===== config.mk =====
export PLATFORM = sky130hd
export DESIGN_NAME = well512_salted_random_generator
export DESIGN_NICKNAME = d
export VERILOG_FILES = /design/src/hdl/w512_pkg.sv /design/src/hdl/well512_salted_random_generator.sv
export SDC_FILE = /design/constraint.sdc
export NUM_CORES = 2
export LEC_CHECK = 0
export BUFFER_PORTS_ARGS = -buffer_cell sky130_fd_sc_hd__buf_2
export CAP_MARGIN = 20
export CORE_UTILIZATION = 40
export CTS_CLUSTER_DIAMETER = 200
export DETAILED_ROUTE_END_ITERATION = 7
export MAX_ROUTING_LAYER = met4
export SYNTH_ARGS = -nofsm -noshare
export SYNTH_HDL_FRONTEND = slang
export SYNTH_SLANG_ARGS = --single-unit

===== constraint.sdc =====
create_clock -name clk -period 7.75 [get_ports clk]
set_clock_uncertainty 0.15 [all_clocks]
set_input_delay 1.1625 -clock clk [delete_from_list [all_inputs] [get_ports clk]]
set_output_delay 1.1625 -clock clk [all_outputs]
set_load 0.005 [all_outputs]

===== src/hdl/w512_pkg.sv =====
// ----------------------------------------------------------------------------
// w512_pkg
// shared types and constants for the salted well512 generator
// ----------------------------------------------------------------------------
package w512_pkg;

    localparam int unsigned POOL_DEPTH = 16;
    localparam int unsigned ADDR_W     = $clog2(POOL_DEPTH);
    localparam int unsigned WORD_W     = 32;
    localparam int unsigned CFG_IDX_W  = 2;
    localparam int unsigned IDX_W      = ADDR_W + 1;

    localparam logic [WORD_W-1:0] TEMPER_MASK = 32'hDA44_2D24;
    localparam logic [WORD_W-1:0] HASH_MULT   = 32'h27D4_EB2D;
    localparam logic [WORD_W-1:0] HASH_XOR    = 32'd61;

    localparam logic [ADDR_W-1:0] OFS_Y = 4'd13;
    localparam logic [ADDR_W-1:0] OFS_Z = 4'd9;
    localparam logic [ADDR_W-1:0] OFS_Q = 4'd15;

    localparam logic [IDX_W-1:0] SALT_IDX = IDX_W'(POOL_DEPTH);

    localparam logic [CFG_IDX_W-1:0] CFG_SEED   = 2'd0;
    localparam logic [CFG_IDX_W-1:0] CFG_STREAM = 2'd1;

    localparam logic FUNC_RESEED = 1'b0;
    localparam logic FUNC_DRAW   = 1'b1;

    typedef enum logic [3:0] {
        ST_IDLE,
        ST_DRAW_Y,
        ST_DRAW_Z,
        ST_DRAW_T,
        ST_DRAW_R,
        ST_DRAW_MUL,
        ST_DRAW_OUT,
        ST_HASH_A,
        ST_HASH_B,
        ST_HASH_C,
        ST_HASH_D
    } state_t;

endpackage


===== src/hdl/well512_salted_random_generator.sv =====
// ----------------------------------------------------------------------------
// well512_salted_random_generator
// well512 generator over a 16-word pool, salted output, hash-based reseed
// ----------------------------------------------------------------------------
// draw: steps through ST_DRAW_Y to ST_DRAW_OUT, one pool read a cycle
//   over the single registered read port, then one pass through the multiplier
// reseed: 17 hash passes through ST_HASH_A to ST_HASH_D, then done; the hash
//   multiply and the draw scaling share one 32x32 multiplier
// one request at a time; a new start is taken in the cycle done shows
// results come as a one-cycle done strobe, the receiver cannot stall
// async active-low reset clears pointer, salt, control and config registers and pool valid bits
module well512_salted_random_generator
(
    input  logic                            clk,
    input  logic                            rst_n,
    // request side
    input  logic                            start,
    output logic                            busy,
    input  logic                            func,
    input  logic [w512_pkg::WORD_W-1:0]     bound,
    // result side
    output logic                            done,
    output logic [w512_pkg::WORD_W-1:0]     word,
    output logic                            top_bit,
    output logic [w512_pkg::WORD_W-1:0]     scaled,
    // configuration write channel
    input  logic                            cfg_valid,
    output logic                            cfg_ready,
    input  logic [w512_pkg::CFG_IDX_W-1:0]  cfg_index,
    input  logic [w512_pkg::WORD_W-1:0]     cfg_data
);
    import w512_pkg::*;

    // control state
    state_t                 state_reg, state_next;
    logic [ADDR_W-1:0]      ptr_reg, ptr_next;
    logic [WORD_W-1:0]      salt_reg, salt_next;
    logic [IDX_W-1:0]       idx_reg, idx_next;
    logic [WORD_W-1:0]      seed_reg, stream_reg;
    logic                   done_reg, done_next;

    // datapath holding registers
    logic [WORD_W-1:0]      base_reg, base_next;
    logic [WORD_W-1:0]      hv_reg, hv_next;
    logic [WORD_W-1:0]      x_reg, x_next;
    logic [WORD_W-1:0]      mix_reg, mix_next;
    logic [WORD_W-1:0]      z_reg, z_next;
    logic [WORD_W-1:0]      tw_reg, tw_next;
    logic [WORD_W-1:0]      w_reg, w_next;
    logic [WORD_W-1:0]      bound_reg, bound_next;
    logic [2*WORD_W-1:0]    prod_reg;
    logic [WORD_W-1:0]      word_reg, word_next;
    logic [WORD_W-1:0]      scaled_reg, scaled_next;

    // pool memory and its valid bits (entries never written read as zero)
    logic [WORD_W-1:0]      pool_mem [POOL_DEPTH];
    logic [POOL_DEPTH-1:0]  valid_reg;
    logic [WORD_W-1:0]      rd_data_reg;
    logic                   rd_valid_reg;
    logic [ADDR_W-1:0]      rd_addr;
    logic                   wr_en;
    logic [ADDR_W-1:0]      wr_addr;
    logic [WORD_W-1:0]      wr_data;
    logic [WORD_W-1:0]      rd_word;

    // shared multiplier operands
    logic [WORD_W-1:0]      mul_a, mul_b;

    // combinational scratch
    logic [WORD_W-1:0]      hin;
    logic [WORD_W-1:0]      hv2;
    logic [WORD_W-1:0]      zs;
    logic [WORD_W-1:0]      tv;
    logic [WORD_W-1:0]      rnew;
    logic [WORD_W-1:0]      hlo;

    assign busy      = (state_reg != ST_IDLE);
    assign cfg_ready = 1'b1;
    assign done      = done_reg;
    assign word      = word_reg;
    assign top_bit   = word_reg[WORD_W-1];
    assign scaled    = scaled_reg;
    assign rd_word   = rd_valid_reg ? rd_data_reg : '0;

    // configuration registers, out-of-range indexes dropped
    always_ff @(posedge clk or negedge rst_n)
    begin
        if (!rst_n)
        begin
            seed_reg   <= '0;
            stream_reg <= '0;
        end
        else if (cfg_valid && cfg_ready)
        begin
            unique case (cfg_index)
                CFG_SEED:   seed_reg   <= cfg_data;
                CFG_STREAM: stream_reg <= cfg_data;
                default:    ;
            endcase
        end
    end

    // pool storage, write and registered read
    always_ff @(posedge clk)
    begin
        if (wr_en)
        begin
            pool_mem[wr_addr] <= wr_data;
        end
        rd_data_reg <= pool_mem[rd_addr];
    end

    always_ff @(posedge clk or negedge rst_n)
    begin
        if (!rst_n)
        begin
            valid_reg    <= '0;
            rd_valid_reg <= 1'b0;
        end
        else
        begin
            if (wr_en)
            begin
                valid_reg[wr_addr] <= 1'b1;
            end
            rd_valid_reg <= valid_reg[rd_addr];
        end
    end

    // the one multiplier, registered on its output
    always_ff @(posedge clk)
    begin
        prod_reg <= mul_a * mul_b;
    end

    // control registers
    always_ff @(posedge clk or negedge rst_n)
    begin
        if (!rst_n)
        begin
            state_reg <= ST_IDLE;
            ptr_reg   <= '0;
            salt_reg  <= '0;
            idx_reg   <= '0;
            done_reg  <= 1'b0;
        end
        else
        begin
            state_reg <= state_next;
            ptr_reg   <= ptr_next;
            salt_reg  <= salt_next;
            idx_reg   <= idx_next;
            done_reg  <= done_next;
        end
    end

    // payload registers
    always_ff @(posedge clk)
    begin
        base_reg   <= base_next;
        hv_reg     <= hv_next;
        x_reg      <= x_next;
        mix_reg    <= mix_next;
        z_reg      <= z_next;
        tw_reg     <= tw_next;
        w_reg      <= w_next;
        bound_reg  <= bound_next;
        word_reg   <= word_next;
        scaled_reg <= scaled_next;
    end

    // sequencer and datapath
    always_comb
    begin
        state_next  = state_reg;
        ptr_next    = ptr_reg;
        salt_next   = salt_reg;
        idx_next    = idx_reg;
        done_next   = 1'b0;
        base_next   = base_reg;
        hv_next     = hv_reg;
        x_next      = x_reg;
        mix_next    = mix_reg;
        z_next      = z_reg;
        tw_next     = tw_reg;
        w_next      = w_reg;
        bound_next  = bound_reg;
        word_next   = word_reg;
        scaled_next = scaled_reg;
        rd_addr     = ptr_reg;
        wr_en       = 1'b0;
        wr_addr     = ptr_reg;
        wr_data     = '0;
        mul_a       = hv_reg;
        mul_b       = HASH_MULT;

        hin  = (idx_reg == SALT_IDX) ? stream_reg : base_reg + WORD_W'(idx_reg);
        hv2  = hv_reg + (hv_reg << 3);
        zs   = rd_word ^ (rd_word >> 11);
        tv   = mix_reg ^ zs;
        rnew = rd_word ^ mix_reg ^ tw_reg ^ (rd_word << 2) ^ (mix_reg << 18)
               ^ (z_reg << 28);
        hlo  = prod_reg[WORD_W-1:0];

        unique case (state_reg)
            ST_IDLE:
            begin
                // read of pool[p] goes out on the accepting edge
                if (start)
                begin
                    bound_next = bound;
                    idx_next   = '0;
                    base_next  = seed_reg + (stream_reg << 4);
                    if (func == FUNC_DRAW)
                    begin
                        state_next = ST_DRAW_Y;
                    end
                    else
                    begin
                        state_next = ST_HASH_A;
                    end
                end
            end
            ST_DRAW_Y:
            begin
                x_next     = rd_word;
                rd_addr    = ptr_reg + OFS_Y;
                state_next = ST_DRAW_Z;
            end
            ST_DRAW_Z:
            begin
                mix_next   = x_reg ^ rd_word ^ (x_reg << 16) ^ (rd_word << 15);
                rd_addr    = ptr_reg + OFS_Z;
                state_next = ST_DRAW_T;
            end
            ST_DRAW_T:
            begin
                // new pool[p], tempered copy kept for the second write
                z_next     = zs;
                tw_next    = tv ^ ((tv << 5) & TEMPER_MASK);
                wr_en      = 1'b1;
                wr_addr    = ptr_reg;
                wr_data    = tv;
                rd_addr    = ptr_reg + OFS_Q;
                state_next = ST_DRAW_R;
            end
            ST_DRAW_R:
            begin
                wr_en      = 1'b1;
                wr_addr    = ptr_reg + OFS_Q;
                wr_data    = rnew;
                ptr_next   = ptr_reg + OFS_Q;
                w_next     = rnew ^ salt_reg;
                state_next = ST_DRAW_MUL;
            end
            ST_DRAW_MUL:
            begin
                mul_a      = bound_reg;
                mul_b      = w_reg;
                state_next = ST_DRAW_OUT;
            end
            ST_DRAW_OUT:
            begin
                done_next   = 1'b1;
                word_next   = w_reg;
                scaled_next = prod_reg[2*WORD_W-1:WORD_W];
                state_next  = ST_IDLE;
            end
            ST_HASH_A:
            begin
                hv_next    = (hin ^ HASH_XOR) ^ (hin >> 16);
                state_next = ST_HASH_B;
            end
            ST_HASH_B:
            begin
                hv_next    = hv2 ^ (hv2 >> 4);
                state_next = ST_HASH_C;
            end
            ST_HASH_C:
            begin
                state_next = ST_HASH_D;
            end
            ST_HASH_D:
            begin
                if (idx_reg == SALT_IDX)
                begin
                    salt_next   = hlo ^ (hlo >> 15);
                    ptr_next    = '0;
                    done_next   = 1'b1;
                    word_next   = '0;
                    scaled_next = '0;
                    state_next  = ST_IDLE;
                end
                else
                begin
                    wr_en      = 1'b1;
                    wr_addr    = idx_reg[ADDR_W-1:0];
                    wr_data    = hlo ^ (hlo >> 15);
                    idx_next   = idx_reg + 1'b1;
                    state_next = ST_HASH_A;
                end
            end
            default:
            begin
                state_next = ST_IDLE;
            end
        endcase
    end

endmodule


## Word level (Yosys, flattened, before mapping)

Memories as Yosys holds them, arrays and structs flattened. A register that Yosys moved wholly into a read port is not among the register bits.
Cells that the tools add are included.

- Flip-flop bits (word level): 483
- Bits in writable memories: 512
- Output and inout bits: 68
- Logic and storage cells: 112
- Memories kept: 1

- $add $sub $neg: 7
- Multiply operators: 1
- $lt $le $gt $ge: 3
- Equality and inequality tests: 15
- Multiplexer cells: 32
- Bitwise logic cells: 17
- Reductions and logical operators: 16

Memories:

| memory | words | bits a word | rd ports | clocked after memory_dff | write ports | line | source |
|---|---|---|---|---|---|---|---|
| pool_mem | 16 | 32 | 1 | 1 | 1 | well512_salted_random_generator.sv:56 | `logic [WORD_W-1:0] pool_mem [POOL_DEPTH];` |

Operators with widths:

| kind | count |
|---|---|
| $xor A32 B32 Y32 | 11 |
| $mux W32 | 6 |
| $pmux W32 S2 | 3 |
| $pmux W32 S3 | 1 |
| $add A32 B32 Y32 | 2 |
| $mul A32 B32 Y64 | 1 |
| $pmux W4 S10 | 1 |
| $add A32 B5 Y32 | 1 |
| $xor A32 B16 Y32 | 1 |
| $xor A32 B17 Y32 | 1 |
| $xor A32 B21 Y32 | 1 |
| $xor A32 B28 Y32 | 1 |
| $eq A4 B3 Y1 const B | 4 |
| $or A16 B16 Y16 | 1 |
| $pmux W4 S2 | 2 |
| $add A4 B4 Y4 const B | 3 |
| $eq A4 B4 Y1 const B | 3 |
| $mux W4 | 3 |
| $pmux W4 S3 | 1 |
| $reduce_and A2 Y1 | 6 |
| $lt A4 B5 Y1 const B | 2 |
| $mux W5 | 2 |
| $pmux W5 S2 | 1 |
| $eq A4 B2 Y1 const B | 2 |
| 19 further kinds | 31 |

## Longest topological paths before layout

- Depth in word-level cells: 8
- Mapped depth: 35
- Depth with buffers taken out: 31

## Worst setup path before layout

Ideal clock, no wire load.

- Path type: reg2reg
- From: register state_reg[3]
- To: register prod_reg[55]
- Library setup time: 0.121 ns
- Data arrival time: 8.285 ns
- Required time: 7.479 ns
- Slack: -0.806 ns
- Stages on the path, launching flop included: 32
- Clock period less this slack: 8.556 ns
- Path through: dfrtp_1 > buf_2 > nand2b_1 > nor2_1 > clkbuf_1 > buf_1 > mux2i_1 > clkbuf_1 > nor2_1 > fa_1 > fa_1 > fa_1 > inv_1 > fa_1 > inv_1 > fa_1 > inv_1 > fa_1 > inv_1 > fa_1 > fa_1 > ha_1 > nand2_1 > nor2_1 > o2111ai_1 > a21oi_1 > a2bb2oi_1 > o211ai_1 > a21boi_0 > nor2b_1 > a21boi_0 > xnor2_1

- Longest elaborated chain between the ends: 3

Ends and longest elaborated chain:

| item | line | source |
|---|---|---|
| start: declaration | well512_salted_random_generator.sv:35 | `state_t state_reg, state_next;` |
| start signal: assignment | well512_salted_random_generator.sv:149 | `state_reg <= state_next;` |
| $eq A4 B3 Y1 * | well512_salted_random_generator.sv:205 | `unique case (state_reg)` |
| $mux W32 | well512_salted_random_generator.sv:205 |  |
| $mul A32 B32 Y64 * | well512_salted_random_generator.sv:133 | `prod_reg <= mul_a * mul_b;` |
| end signal: assignment | well512_salted_random_generator.sv:133 |  |
| end: declaration | well512_salted_random_generator.sv:51 | `logic [2*WORD_W-1:0] prod_reg;` |

Mark *: on every way between the ends. The rest lies on a longest branch, timed or not.
A chain may end at the register's enable or synchronous reset.

## Final worst setup path

- From: register state_reg[1]
- To: register prod_reg[63]

The elaborated chain is that of the path after synthesis.

==> summary.md <==
| Metric | Value |
|---|---|
| Storage element area | `29200 um^2` |
| Share of post-route cells with drive strength above 1 | `0.224` |
| Area added between synthesis and finish | `20.6%` |
| Worst-Margin Slew | `1040 ps` |
| Most frequent cell after synthesis | `inv_1` |
| Synth unique cells | `80` |
| Largest register FFs | `between 500 and 600` |
| Initial core utilization | `0.403` |
| Asr flop ratio synth | `0.124` |
| Post-synth EDFFs | `804` |
| Clock sink count | `a little over 1000` |
| CP Capture Type | `flop` |
| Vias per cell | `around 5.4` |
| Total global-route track usage | `0.293` |
| CTS tree | `yes` |
| Routed len/inst | `around 27 um` |
| Core outline area | `190000 um^2` |
| Main flop type after synthesis | `edfxtp_1` |
| First-pass DRT Iterations | `6` |
| Period utilisation layout | `1.08` |
| CP dominant cell by count | `fa_1` |
| Initial antenna violation count | `11` |
| Iteration-0 DRC Markers | `5400` |
| Setup-failing EPs final | `35` |
| Remaining DRCs | `0` |
| # nets final | `between 8000 and 9000` |
| Final critical-path required period | `approximately 8400 ps` |
| Clk_lat worst skew | `between 700 and 800 ps` |
| Buffers on Ports | `137` |
| Synth area leaders | `edfxtp_1, fa_1, ha_1` |
| Syn Area/Cell | `between 10 and 15 um^2` |
| Area of the mapped netlist | `~77000 um^2` |
| Die area | `roughly 190000 um^2` |
| DRT antenna net count | `0` |
| Critical path data arrival time | `roughly 8900 ps` |
| Via count | `54600` |
| Site Rows | `160` |
| Area share of the largest cell type after synthesis | `0.315` |
| Number of synthesized register bits | `~1000` |
| Final WL | `about 270000 um` |
| Slew margin rel. | `0.301` |
| Setup_tns | `-11610 ps` |
| Max Root-Sink Buffers | `3` |
| First-pass GRT wire length | `around 400000 um` |
| Synth Warn # | `0` |
| Syn Nets | `roughly 8000` |
| Remaining global-route overflow | `0` |
| Slowest stage cell, crit path | `fa_1` |
| Num CTS Buffers | `107` |
| Status | `finished, violations left` |
| Final instance area | `roughly 93000 um^2` |
| RSZ-0062 raised after global routing | `true` |
| CP Class | `reg2reg` |
| Max-Cap Viols | `0` |
| Crit-path max FO | `8` |
| Setup ws final | `-615 ps` |
| Fillers | `17100` |
| Multi-input gate area | `about 45000 um^2` |
| Fin. max-slew vios | `0` |
| Register area share after synthesis | `0.381` |
| Post-DP HPWL | `216000 um` |
| Tightest Hold Check Type | `reg2reg` |
| Die height | `440 um` |
| Largest area contributor in the netlist | `edfxtp_1` |
| Final Non-Filler Cells | `10100` |
| FMAX | `~120 MHz` |
| Worst-path clk slew | `60 ps` |
| Synthesized instance count | `6680` |
| RD Place Congestion | `~1.0` |
| Final Hold Viols | `0` |
| H-tree depth | `3` |
| Placed insts | `9809` |
| WP data required | `8280 ps` |
| Largest net degree at the start of global routing | `slightly below 90` |
| Die Width | `approximately 440 um` |
| Root buf cell | `clkbuf_16` |
| DP Area | `86900 um^2` |
| Crit path launch type | `flop` |
| Vias in the first global route | `between 50000 and 60000` |
| IO Count | `approximately 140` |
| Commonest cells post-synth | `inv_1, fa_1, edfxtp_1, nand2_1, nor2_1` |
| Max incr delay on CP | `between 500 and 600 ps` |
| Failing checks | `setup timing` |
layout by cell type (no fill, tap or decap), types with 22 or more instances in the layout:
| cell | count |
|---|---|
| and3_1 | 291 |
| a211oi_1 | 43 |
| ha_4 | 27 |
| edfxtp_1 | 804 |
| mux2i_1 | 44 |
| nand4_1 | 24 |
| fa_1 | 858 |
| buf_12 | 78 |
| o21ai_1 | 26 |
| nand2_1 | 764 |
| o21bai_1 | 22 |
| buf_2 | 136 |
| inv_1 | 908 |
| buf_4 | 753 |
| o21ai_0 | 84 |
| nor2_4 | 38 |
| a21oi_1 | 169 |
| a21o_1 | 52 |
| xnor2_1 | 265 |
| mux4_2 | 132 |
| xor2_1 | 182 |
| clkbuf_16 | 109 |
| dfrtp_1 | 127 |
| nand3_1 | 34 |
| ha_1 | 300 |
| mux2_2 | 66 |
| a21oi_2 | 27 |
| nor2b_1 | 110 |
| clkbuf_1 | 29 |
| buf_6 | 46 |
| nor2_1 | 420 |
| fa_2 | 41 |
| dfxtp_1 | 96 |
metrics by stage:
step	hold slack, ps	setup WS [ps]	util
2_1_floorplan	271	-36.2	-
6_report	295	-615	0.486
3_3_place_gp	276	-1110	0.456
3_5_place_dp	282	-1140	0.457
4_1_cts	294	-518	0.482
5_1_grt	304	-810	0.486
final cells by class:
| cell class | count | area share |
|---|---|---|
| clock buffer | 142 | 0.0311 |
| antenna | 4 | 0.000108 |
| clock inverter | 60 | 0.00733 |
| multi-input combinational | 4398 | 0.481 |
| tap | 2511 | 0.0340 |
| inverter | 924 | 0.0375 |
| sequential | 1027 | 0.316 |
| timing repair buffer | 1019 | 0.0926 |
per-layer routing:
layer / up-vias / track usage / part of all wire
met2: 2237 / 0.460 / 0.47
met1: 28200 / 0.376 / 0.41
met4: 0 / 0.125 / 0.053
met5: - / - / 0
met3: 569 / 0.0487 / 0.074
li1: 23600 / - / -
path summary, 6_finish.rpt:
kind	from	to	slack, ps	depth (start not counted)
hold / removal	seed_reg[0]	base_reg[0]	300	0
min in group asynchronous	rst_n	stream_reg[14]	320	1
setup reg to reg	state_reg[1]	prod_reg[63]	-620	32
hold reg to reg	seed_reg[0]	base_reg[0]	300	0
max in group asynchronous	rst_n	salt_reg[28]	5840	2
setup / recovery	state_reg[1]	prod_reg[63]	-620	32
timing repair:
item,4_1_cts,5_1_grt
pin swaps,48,29
endpoints found under the hold margin,0,0
setup endpoints to repair,47,46
buffers inserted,42,14
hold buffers,0,0
gates cloned,2,1
resized for setup,192,110
cell families after synthesis:
kind of cell	after synthesis	share of synthesized area
and+or+nand+nor	1852	0.110
xor gates and xnor gates	459	0.0524
DFF	1027	0.381
AOI/OAI and AO/OA	593	0.0489
buffers and inverters	1255	0.0620
other	1	0.0000489
adders and majority gates	1227	0.288
muxes	266	0.0573
critical path: cells and delay by family, from the launching register on:
family | cells | cell delay (ps)
adder cells (fa/ha/maj) | 9 | 4320
buffers and inverters | 10 | 1330
AO/OA/AOI/OAI | 7 | 1210
AND/OR/NAND/NOR | 5 | 760
flip-flops | 1 | 380
XOR/XNOR | 1 | 120
Power is left out: the tool's default activity adds up to more than one toggle a clock period on the data nets, which glitch-free logic cannot reach.
